## config.mk

```make
export PLATFORM = sky130hd
export DESIGN_NAME = typed_priority_order_table
export DESIGN_NICKNAME = d
export VERILOG_FILES = /design/src/design/tpot_pkg.sv /design/src/design/tpot_ctrl.sv /design/src/design/tpot_dp.sv /design/src/design/typed_priority_order_table.sv
export SDC_FILE = /design/constraint.sdc
export NUM_CORES = 2
export LEC_CHECK = 0
export BUFFER_PORTS_ARGS = -buffer_cell sky130_fd_sc_hd__buf_2
export CORE_AREA = 2 2 326 328
export DETAILED_ROUTE_END_ITERATION = 10
export DIE_AREA = 0 0 328 330
export PLACE_DENSITY = 0.73
export SYNTH_ARGS = -nofsm -noshare
export SYNTH_HDL_FRONTEND = slang
export SYNTH_SLANG_ARGS = --single-unit
```

## constraint.sdc

```tcl
create_clock -name clk -period 7.47 [get_ports clk]
set_input_delay 0.3735 -clock clk [delete_from_list [all_inputs] [get_ports clk]]
set_output_delay 0.3735 -clock clk [all_outputs]
set_load 0.1 [all_outputs]
```

## src/design/tpot_pkg.sv

```systemverilog
// ----------------------------------------------------------------------------
// tpot_pkg
// shared constants, codes and types of the typed priority order table
// ----------------------------------------------------------------------------
package tpot_pkg;

  // table geometry
  localparam int TABLE_DEPTH   = 16;
  localparam int TYPE_BITS     = 4;
  localparam int PRIORITY_BITS = 8;

  // fixed field widths at the ports
  localparam int MODE_W     = 2;
  localparam int ID_W       = 16;
  localparam int PRIO_IN_W  = 8;
  localparam int DUR_W      = 16;
  localparam int TYPE_IN_W  = 4;
  localparam int OCC_W      = 5;
  localparam int LIMIT_W    = 5;

  // stream word layout
  localparam int S_DATA_W = 48;
  localparam int S_USER_W = 2;
  localparam int M_DATA_W = 56;
  localparam int M_USER_W = 2;

  // derived widths
  localparam int IDX_W = $clog2(TABLE_DEPTH);
  localparam int CNT_W = $clog2(TABLE_DEPTH + 1);
  localparam int CMP_W = (CNT_W > LIMIT_W) ? CNT_W : LIMIT_W;

  // search tree: first level reduces groups, second level reduces group winners
  localparam int GROUP_SIZE = 4;
  localparam int NUM_GROUPS = (TABLE_DEPTH + GROUP_SIZE - 1) / GROUP_SIZE;

  // register port
  localparam int APB_ADDR_W = 3;
  localparam int APB_DATA_W = 32;
  localparam logic [APB_ADDR_W-1:0] ADDR_STAGE_LIMIT = 3'd0;
  localparam logic [LIMIT_W-1:0]    STAGE_LIMIT_RESET = 5'd16;

  // operation codes
  localparam logic [MODE_W-1:0] MODE_ADD   = 2'd0;
  localparam logic [MODE_W-1:0] MODE_POLL  = 2'd1;
  localparam logic [MODE_W-1:0] MODE_QUERY = 2'd2;

  typedef struct packed {
    logic [ID_W-1:0]          id;
    logic [PRIORITY_BITS-1:0] prio;
    logic [DUR_W-1:0]         dur;
    logic [TYPE_BITS-1:0]     kind;
  } tpot_entry_t;

  typedef struct packed {
    logic capture;
    logic search_grp;
    logic search_fin;
    logic update;
  } tpot_cmd_t;

  typedef struct packed {
    logic out_free;
  } tpot_sts_t;

endpackage

```

## src/design/tpot_ctrl.sv

```systemverilog
// ----------------------------------------------------------------------------
// tpot_ctrl
// sequencer: capture, two search levels, then table update and result load
// ----------------------------------------------------------------------------
module tpot_ctrl (
  input  logic               clk,
  input  logic               rst,
  input  logic               s_tvalid,
  output logic               s_tready,
  input  tpot_pkg::tpot_sts_t sts,
  output tpot_pkg::tpot_cmd_t cmd
);
  import tpot_pkg::*;

  typedef enum logic [1:0] {
    ST_IDLE,
    ST_GROUP,
    ST_FINAL,
    ST_UPDATE
  } state_t;

  state_t state;

  always_ff @(posedge clk) begin
    if (rst) begin
      state <= ST_IDLE;
    end else begin
      unique case (state)
        ST_IDLE: begin
          if (s_tvalid) state <= ST_GROUP;
        end
        ST_GROUP: begin
          state <= ST_FINAL;
        end
        ST_FINAL: begin
          // hold the search result until the output register can take the word
          if (sts.out_free) state <= ST_UPDATE;
        end
        ST_UPDATE: begin
          state <= ST_IDLE;
        end
        default: begin
          state <= ST_IDLE;
        end
      endcase
    end
  end

  assign s_tready       = (state == ST_IDLE);
  assign cmd.capture    = (state == ST_IDLE) && s_tvalid;
  assign cmd.search_grp = (state == ST_GROUP);
  assign cmd.search_fin = (state == ST_FINAL);
  assign cmd.update     = (state == ST_UPDATE);

endmodule

```

## src/design/tpot_dp.sv

```systemverilog
// ----------------------------------------------------------------------------
// tpot_dp
// entry table, two-level registered search tree, compaction and result register
// ----------------------------------------------------------------------------
module tpot_dp (
  input  logic                             clk,
  input  logic                             rst,
  input  tpot_pkg::tpot_cmd_t              cmd,
  output tpot_pkg::tpot_sts_t              sts,
  input  logic [tpot_pkg::LIMIT_W-1:0]     stage_limit,
  input  logic [tpot_pkg::MODE_W-1:0]      mode,
  input  logic [tpot_pkg::ID_W-1:0]        order_id,
  input  logic [tpot_pkg::PRIO_IN_W-1:0]   priority_req,
  input  logic [tpot_pkg::DUR_W-1:0]       duration,
  input  logic [tpot_pkg::TYPE_IN_W-1:0]   order_type,
  output logic                             out_valid,
  input  logic                             out_ready,
  output logic                             found,
  output logic                             evicted,
  output logic [tpot_pkg::ID_W-1:0]        out_id,
  output logic [tpot_pkg::PRIO_IN_W-1:0]   out_priority,
  output logic [tpot_pkg::DUR_W-1:0]       out_duration,
  output logic [tpot_pkg::TYPE_IN_W-1:0]   out_type,
  output logic [tpot_pkg::OCC_W-1:0]       occupancy
);
  import tpot_pkg::*;

  // captured request
  logic [MODE_W-1:0] op_mode;
  tpot_entry_t       op_entry;

  // table
  tpot_entry_t       entries [TABLE_DEPTH];
  logic [CNT_W-1:0]  count;

  // per-entry candidates
  logic                     cand_valid [TABLE_DEPTH];
  logic [PRIORITY_BITS-1:0] cand_key   [TABLE_DEPTH];
  logic [CMP_W-1:0]         limit_eff;
  logic                     evict_now;

  // first tree level
  logic                     grp_hit_c [NUM_GROUPS];
  logic [IDX_W-1:0]         grp_idx_c [NUM_GROUPS];
  logic [PRIORITY_BITS-1:0] grp_key_c [NUM_GROUPS];
  logic                     grp_hit   [NUM_GROUPS];
  logic [IDX_W-1:0]         grp_idx   [NUM_GROUPS];
  logic [PRIORITY_BITS-1:0] grp_key   [NUM_GROUPS];

  // second tree level
  logic                     fin_hit_c;
  logic [IDX_W-1:0]         fin_idx_c;
  logic [PRIORITY_BITS-1:0] fin_key_c;
  logic                     best_hit;
  logic [IDX_W-1:0]         best_idx;

  // update
  logic             remove;
  logic [CNT_W-1:0] new_cnt;
  logic             do_append;
  logic [CNT_W-1:0] count_next;
  tpot_entry_t      sel_entry;
  tpot_entry_t      shifted [TABLE_DEPTH];

  always_comb begin
    limit_eff = CMP_W'(stage_limit);
    if (limit_eff == '0) begin
      limit_eff = CMP_W'(1);
    end else if (limit_eff > CMP_W'(TABLE_DEPTH)) begin
      limit_eff = CMP_W'(TABLE_DEPTH);
    end
    evict_now = (op_mode == MODE_ADD) && (CMP_W'(count) >= limit_eff) && (count != '0);
  end

  always_comb begin
    for (int i = 0; i < TABLE_DEPTH; i++) begin
      cand_valid[i] = 1'b0;
      cand_key[i]   = '0;
      if (CNT_W'(i) < count) begin
        case (op_mode)
          MODE_ADD: begin
            // lowest priority wins the eviction search
            cand_valid[i] = evict_now;
            cand_key[i]   = ~entries[i].prio;
          end
          MODE_POLL: begin
            cand_valid[i] = (entries[i].kind == op_entry.kind);
            cand_key[i]   = entries[i].prio;
          end
          MODE_QUERY: begin
            cand_valid[i] = (entries[i].id == op_entry.id);
          end
          default: begin
            cand_valid[i] = 1'b0;
          end
        endcase
      end
    end
  end

  // earlier index kept on equal keys
  always_comb begin
    for (int g = 0; g < NUM_GROUPS; g++) begin
      grp_hit_c[g] = 1'b0;
      grp_idx_c[g] = '0;
      grp_key_c[g] = '0;
      for (int k = 0; k < GROUP_SIZE; k++) begin
        if (g * GROUP_SIZE + k < TABLE_DEPTH) begin
          if (cand_valid[g * GROUP_SIZE + k] &&
              (!grp_hit_c[g] || cand_key[g * GROUP_SIZE + k] > grp_key_c[g])) begin
            grp_hit_c[g] = 1'b1;
            grp_idx_c[g] = IDX_W'(g * GROUP_SIZE + k);
            grp_key_c[g] = cand_key[g * GROUP_SIZE + k];
          end
        end
      end
    end
  end

  always_comb begin
    fin_hit_c = 1'b0;
    fin_idx_c = '0;
    fin_key_c = '0;
    for (int g = 0; g < NUM_GROUPS; g++) begin
      if (grp_hit[g] && (!fin_hit_c || grp_key[g] > fin_key_c)) begin
        fin_hit_c = 1'b1;
        fin_idx_c = grp_idx[g];
        fin_key_c = grp_key[g];
      end
    end
  end

  always_comb begin
    remove     = best_hit && ((op_mode == MODE_ADD) || (op_mode == MODE_POLL));
    new_cnt    = count - CNT_W'(remove);
    do_append  = (op_mode == MODE_ADD) && (new_cnt < CNT_W'(TABLE_DEPTH));
    count_next = new_cnt + CNT_W'(do_append);
    sel_entry  = entries[best_idx];
  end

  // each entry's right-hand neighbor, the last one keeps itself
  always_comb begin
    for (int i = 0; i < TABLE_DEPTH - 1; i++) begin
      shifted[i] = entries[i + 1];
    end
    shifted[TABLE_DEPTH - 1] = entries[TABLE_DEPTH - 1];
  end

  always_ff @(posedge clk) begin
    if (cmd.capture) begin
      op_mode       <= mode;
      op_entry.id   <= order_id;
      op_entry.prio <= PRIORITY_BITS'(priority_req);
      op_entry.dur  <= duration;
      op_entry.kind <= TYPE_BITS'(order_type);
    end
    if (cmd.search_grp) begin
      for (int g = 0; g < NUM_GROUPS; g++) begin
        grp_hit[g] <= grp_hit_c[g];
        grp_idx[g] <= grp_idx_c[g];
        grp_key[g] <= grp_key_c[g];
      end
    end
    if (cmd.search_fin) begin
      best_hit <= fin_hit_c;
      best_idx <= fin_idx_c;
    end
    if (cmd.update) begin
      for (int i = 0; i < TABLE_DEPTH; i++) begin
        if (do_append && (new_cnt == CNT_W'(i))) begin
          entries[i] <= op_entry;
        end else if (remove && (CNT_W'(i) >= CNT_W'(best_idx))) begin
          // close the gap left by the removed entry
          entries[i] <= shifted[i];
        end
      end
      found     <= best_hit && ((op_mode == MODE_POLL) || (op_mode == MODE_QUERY));
      evicted   <= best_hit && (op_mode == MODE_ADD);
      occupancy <= OCC_W'(count_next);
      if (remove) begin
        out_id       <= sel_entry.id;
        out_priority <= PRIO_IN_W'(sel_entry.prio);
        out_duration <= sel_entry.dur;
        out_type     <= TYPE_IN_W'(sel_entry.kind);
      end else begin
        out_id       <= '0;
        out_priority <= '0;
        out_duration <= '0;
        out_type     <= '0;
      end
    end
  end

  always_ff @(posedge clk) begin
    if (rst) begin
      count     <= '0;
      out_valid <= 1'b0;
    end else begin
      if (cmd.update) begin
        count     <= count_next;
        out_valid <= 1'b1;
      end else if (out_ready) begin
        out_valid <= 1'b0;
      end
    end
  end

  assign sts.out_free = !out_valid || out_ready;

endmodule

```

## src/design/typed_priority_order_table.sv

```systemverilog
// ----------------------------------------------------------------------------
// typed_priority_order_table
// arrival-ordered order table with typed poll, id query and lowest-priority
// eviction once the stage limit is reached
// ----------------------------------------------------------------------------
//  channel   dir  fields
//  s_*       in   tuser: mode | tdata: order_id, priority_req, duration, order_type
//  m_*       out  tuser: found, evicted | tdata: out_id .. out_type, occupancy
//  apb       in   stage_limit at byte address 0
//
//  each word passes capture, group search, final search and table update in turn,
//  through the two registered levels of the priority search tree and the
//  shift compaction of the table
//  the result register frees the input side; a stalled result holds the
//  sequencer before its update, so no word is lost
//  rst is synchronous: the table empties and stage_limit returns to 16
// ----------------------------------------------------------------------------
module typed_priority_order_table (
  input  logic                                clk,
  input  logic                                rst,
  input  logic                                s_tvalid,
  output logic                                s_tready,
  // [15:0] order_id, [23:16] priority_req, [39:24] duration, [43:40] order_type
  input  logic [tpot_pkg::S_DATA_W-1:0]       s_tdata,
  // [1:0] mode
  input  logic [tpot_pkg::S_USER_W-1:0]       s_tuser,
  output logic                                m_tvalid,
  input  logic                                m_tready,
  // [15:0] out_id, [23:16] out_priority, [39:24] out_duration, [43:40] out_type,
  // [48:44] occupancy
  output logic [tpot_pkg::M_DATA_W-1:0]       m_tdata,
  // [0] found, [1] evicted
  output logic [tpot_pkg::M_USER_W-1:0]       m_tuser,
  input  logic                                psel,
  input  logic                                penable,
  input  logic                                pwrite,
  input  logic [tpot_pkg::APB_ADDR_W-1:0]     paddr,
  input  logic [tpot_pkg::APB_DATA_W-1:0]     pwdata,
  output logic [tpot_pkg::APB_DATA_W-1:0]     prdata,
  output logic                                pready
);
  import tpot_pkg::*;

  logic [LIMIT_W-1:0]   stage_limit;
  tpot_cmd_t            cmd;
  tpot_sts_t            sts;
  logic                 found;
  logic                 evicted;
  logic [ID_W-1:0]      out_id;
  logic [PRIO_IN_W-1:0] out_priority;
  logic [DUR_W-1:0]     out_duration;
  logic [TYPE_IN_W-1:0] out_type;
  logic [OCC_W-1:0]     occupancy;

  assign pready = 1'b1;

  always_ff @(posedge clk) begin
    if (rst) begin
      stage_limit <= STAGE_LIMIT_RESET;
    end else if (psel && penable && pwrite && pready && (paddr == ADDR_STAGE_LIMIT)) begin
      stage_limit <= pwdata[LIMIT_W-1:0];
    end
  end

  assign prdata = (paddr == ADDR_STAGE_LIMIT) ? APB_DATA_W'(stage_limit) : '0;

  tpot_ctrl u_ctrl (
    .clk      (clk),
    .rst      (rst),
    .s_tvalid (s_tvalid),
    .s_tready (s_tready),
    .sts      (sts),
    .cmd      (cmd)
  );

  tpot_dp u_dp (
    .clk          (clk),
    .rst          (rst),
    .cmd          (cmd),
    .sts          (sts),
    .stage_limit  (stage_limit),
    .mode         (s_tuser[MODE_W-1:0]),
    .order_id     (s_tdata[15:0]),
    .priority_req (s_tdata[23:16]),
    .duration     (s_tdata[39:24]),
    .order_type   (s_tdata[43:40]),
    .out_valid    (m_tvalid),
    .out_ready    (m_tready),
    .found        (found),
    .evicted      (evicted),
    .out_id       (out_id),
    .out_priority (out_priority),
    .out_duration (out_duration),
    .out_type     (out_type),
    .occupancy    (occupancy)
  );

  assign m_tdata = {7'd0, occupancy, out_type, out_duration, out_priority, out_id};
  assign m_tuser = {evicted, found};

`ifndef SYNTHESIS
  // the table never reports more entries than it has
  assert property (@(posedge clk) disable iff (rst)
    m_tvalid |-> (m_tdata[48:44] <= OCC_W'(TABLE_DEPTH)))
    else $error("occupancy beyond table depth");

  // a word may be a poll or query hit or an eviction, never both
  assert property (@(posedge clk) disable iff (rst)
    m_tvalid |-> !(m_tuser[0] && m_tuser[1]))
    else $error("found and evicted both set");

  // one word at a time: the input side closes right after an accept
  assert property (@(posedge clk) disable iff (rst)
    (s_tvalid && s_tready) |=> !s_tready)
    else $error("input taken while a word is in flight");

  // an eviction leaves the table at its former count, never empty
  assert property (@(posedge clk) disable iff (rst)
    (m_tvalid && m_tuser[1]) |-> (m_tdata[48:44] != 5'd0))
    else $error("eviction reported with an empty table");
`endif

endmodule
```

==> flow_metrics.py <==
metrics = {
    "floorplanning": {
        "coreArea_um2": 104700,
        "placementRows": 119,
        "die-area_um2": 108200,
        "die_height_um": 330,
        "io_pins": 185,
        "die_x_um": 328,
        "start_util_pct": 49.75,
    },
    "routing": {
        "ant_nets": 0,
        "drc": 0,
        "routedWlPerCell_um": 29.89,
        "first_pass_iters": 7,
        "vias_per_cell": 6.344,
        "routed_wl_um": 159000,
        "num_vias": 33740,
        "drtIter0Drc": 3803,
    },
    "critical_path": {
        "critPathLaunchType": "flop",
        "cp-end-kind": "flop",
        "crit_path_end": "u_dp.grp_key[2][5]",
        "startpoint": "u_dp.op_entry[40]",
        "r2r_setup_slack_ps": 260,
        "crit_top_cell": "a21oi_1",
        "crit_required_ps": 7900,
        "crit_buf_inv": 4,
        "path_class": "reg -> reg",
        "cp_num_cells": 33,
        "reg2regPathDepth": 33,
        "r2r-start": "u_dp.op_entry[40]",
        "crit_arrival_ps": 7650,
        "critPathMaxStageDelay_ps": 590,
        "cp_max_fo": 5,
        "regToRegEndpoint": "u_dp.grp_key[2][5]",
        "cp_top_family": "compound AO/OA/AOI/OAI gates",
        "cp_slowest_cell": "or4_4",
    },
    "pwr": {
        "p_clk_share_pct": 27.4,
        "p_int_mw": 10.97,
        "p_switching_mw": 5.603,
        "seqPwrFrac_pct": 38.5,
        "p_leak_nw": 20.53,
        "irDropWorstVdd_mv": 0.2594,
        "swShare_pct": 33.80,
        "p_comb_share_pct": 34.1,
        "power_density_nw_per_um2": 281.5,
    },
    "synthesis": {
        "synth-main-ff-cell": "edfxtp_1",
        "async_flop_share_pct": 0,
        "yosysWarnings": 0,
        "synth_area_um2": 52070,
        "synth_cell_types": 80,
        "syn_area_per_cell_um2": 14.22,
        "ys_seq_elements": 866,
        "synth_edf_count": 853,
        "synthCells": 3663,
        "yosysSeqAreaShare_pct": 49.69,
    },
    "clock_network": {
        "worstSkewPairLatency_ps": 700,
        "cts_num_sinks": 866,
        "cts_root_buf": "clkbuf_16",
        "cts_tree": "yes",
        "cts_max_path_buffers": 3,
        "clk_pin_slew_ps": 60,
        "numCtsBuffers": 94,
        "htree_levels": 3,
    },
    "timing": {
        "worst_slew_pin_slew_ps": 1151,
        "hold_viol": 0,
        "fmaxAchievable_mhz": 138.7,
        "skew_ps": 39.01,
        "final_max_slew_viol_count": 0,
        "tns_ps": 0,
        "min_period_ps": 7212,
        "timing.final.crit_share_pct": 96.55,
        "finalSetupViolCount": 0,
        "relSlewSlack_pct": 22.44,
    },
    "finish": {
        "layout-drive-gt1-share_pct": 40.34,
        "fill_cells": 8336,
        "nets": 4077,
        "layout_common_cells": "853 x edfxtp_1, 750 x mux2_2, 220 x mux4_2",
        "finalNonFillerCells": 5319,
        "area_growth_pct": 13.07,
        "layout_commonest_cell": "edfxtp_1",
    },
    "global_route": {
        "grt_pass1_wl_um": 228700,
        "grt_pass1_vias": 32710,
        "grt.total_usage_pct": 29.05,
        "antenna_found_initial": 4,
        "grt.overflow.total": 0,
        "grt_max_degree": 106,
    },
    "place": {
        "place_inst": 5061,
        "hpwl_um": 105400,
        "io_buffers": 118,
        "gp_congestion": 0.9470,
    },
    "hold_path": {
        "holdCritPathClass": "in -> reg",
    },
    "status": {
        "status": "complete, no violations",
    },
    "run": {
        "cap_violations": 0,
    },
}
-- cell usage after synthesis (all sizes together) (21+ instances only) --
| library cell | n | area, µm² |
|---|---|---|
| mux4 | 220 | 4955 |
| nor2 | 114 | 427.9 |
| edfxtp | 853 | 25610 |
| nand4 | 49 | 306.5 |
| a21o | 29 | 217.7 |
| nand2 | 84 | 315.3 |
| clkbuf | 150 | 563.0 |
| nand3 | 65 | 325.3 |
| nor4 | 46 | 306.6 |
| and2 | 61 | 381.6 |
| ha | 137 | 1714 |
| o32ai | 21 | 206.5 |
| nor2b | 47 | 294.0 |
| a21oi | 52 | 271.5 |
| buf | 175 | 1061 |
| xor2 | 210 | 1839 |
| o21a | 23 | 172.7 |
| mux2i | 93 | 930.9 |
| nor3 | 32 | 180.2 |
| o21ai | 66 | 356.6 |
| xnor2 | 118 | 1033 |
| mux2 | 772 | 8768 |
| inv | 99 | 371.6 |
-- final cells by class --
type,count,area [µm²],share of cell area [%]
sequential,866,25880,43.96
multi-input combinational,2406,25070,42.59
timing repair buffer,381,2882,4.894
clock buffer,122,2500,4.246
tap,1391,1740,2.956
clock inverter,53,427.9,0.7268
inverter,99,371.6,0.6312
antenna,1,2.502,0.004250
-- routing by layer --
layer | GRT usage (%) | vias up | wire (µm)
met5 | 0 | - | 0
met4 | 14.09 | 0 | 8122
met3 | 4.864 | 328 | 14140
met2 | 44.96 | 1713 | 72950
met1 | 39.99 | 17310 | 63770
li1 | - | 14400 | -
-- sequential cells by signal (all words and copies together), names as in the netlist, 5 cells and up --
signal             cells
u_dp.out_priority      8
u_dp.op_entry         44
u_dp.grp_idx          11
u_dp.entries         704
u_dp.count             5
stage_limit            5
u_dp.grp_key          32
u_dp.out_id           16
u_dp.out_duration     16
u_dp.occupancy         5
-- repair_timing --
action	4_1_cts	5_1_grt
endpoints found under the setup margin	0	40
hold buffers	52	0
endpoints found under the hold margin	52	0
buffers inserted	0	29
resized for setup	0	84
-- how the worst min path moves through the flow --
stage | to | startpoint | cells after the start | slack, ps
6_report | u_dp.out_valid | rst | 2 | 50
5_1_grt | u_dp.out_valid | rst | 2 | 30
4_1_cts | stage_limit[0] | rst | 2 | 8
3_5_place_dp | u_dp.best_idx[0] | u_dp.grp_idx[3][0] | 1 | 540
3_3_place_gp | stage_limit[0] | stage_limit[0] | 2 | 520
2_1_floorplan | u_dp.entries[15][30] | u_dp.op_entry[30] | 0 | 420
-- kinds of logic (layout without fill, tap and decap cells) --
family          after synthesis  count (layout)  share of synthesized area, %
flops                       866             866                         49.69
compound gates              283             283                         4.083
other cells                   2              36                       0.01442
xor+xnor                    328             328                         5.517
mux                        1085            1085                         28.14
buf+inv                     424             655                         3.833
fa+ha+maj                   137             137                         3.292
simple gates                538             538                         5.426
-- power by group through the flow --
stage	Sequential, mW	Clock, mW	Combinational [mW]
floorplan	6.48	0	3.81
global placement	6.48	0	5.42
detailed placement	6.49	0	5.49
CTS	6.39	4.60	5.54
global route	6.41	4.77	5.96
finish	6.38	4.54	5.65
-- per-stage QoR --
stage               setup WS, ps  power [mW]  area (µm²)  hold slack [ps]  utilization (%)
floorplan                  233.6       10.28       52190            420.6                -
global placement           117.4       11.90       54760            517.3            52.32
detailed placement         56.75       11.98       54760            535.6            52.32
CTS                        34.87       16.53       58210            8.222            55.61
global route              -103.5       17.14       58870            31.80            56.25
finish                     257.6       16.57       58880            45.58            56.25
No activity file was read; power rests on OpenSTA's default activity.
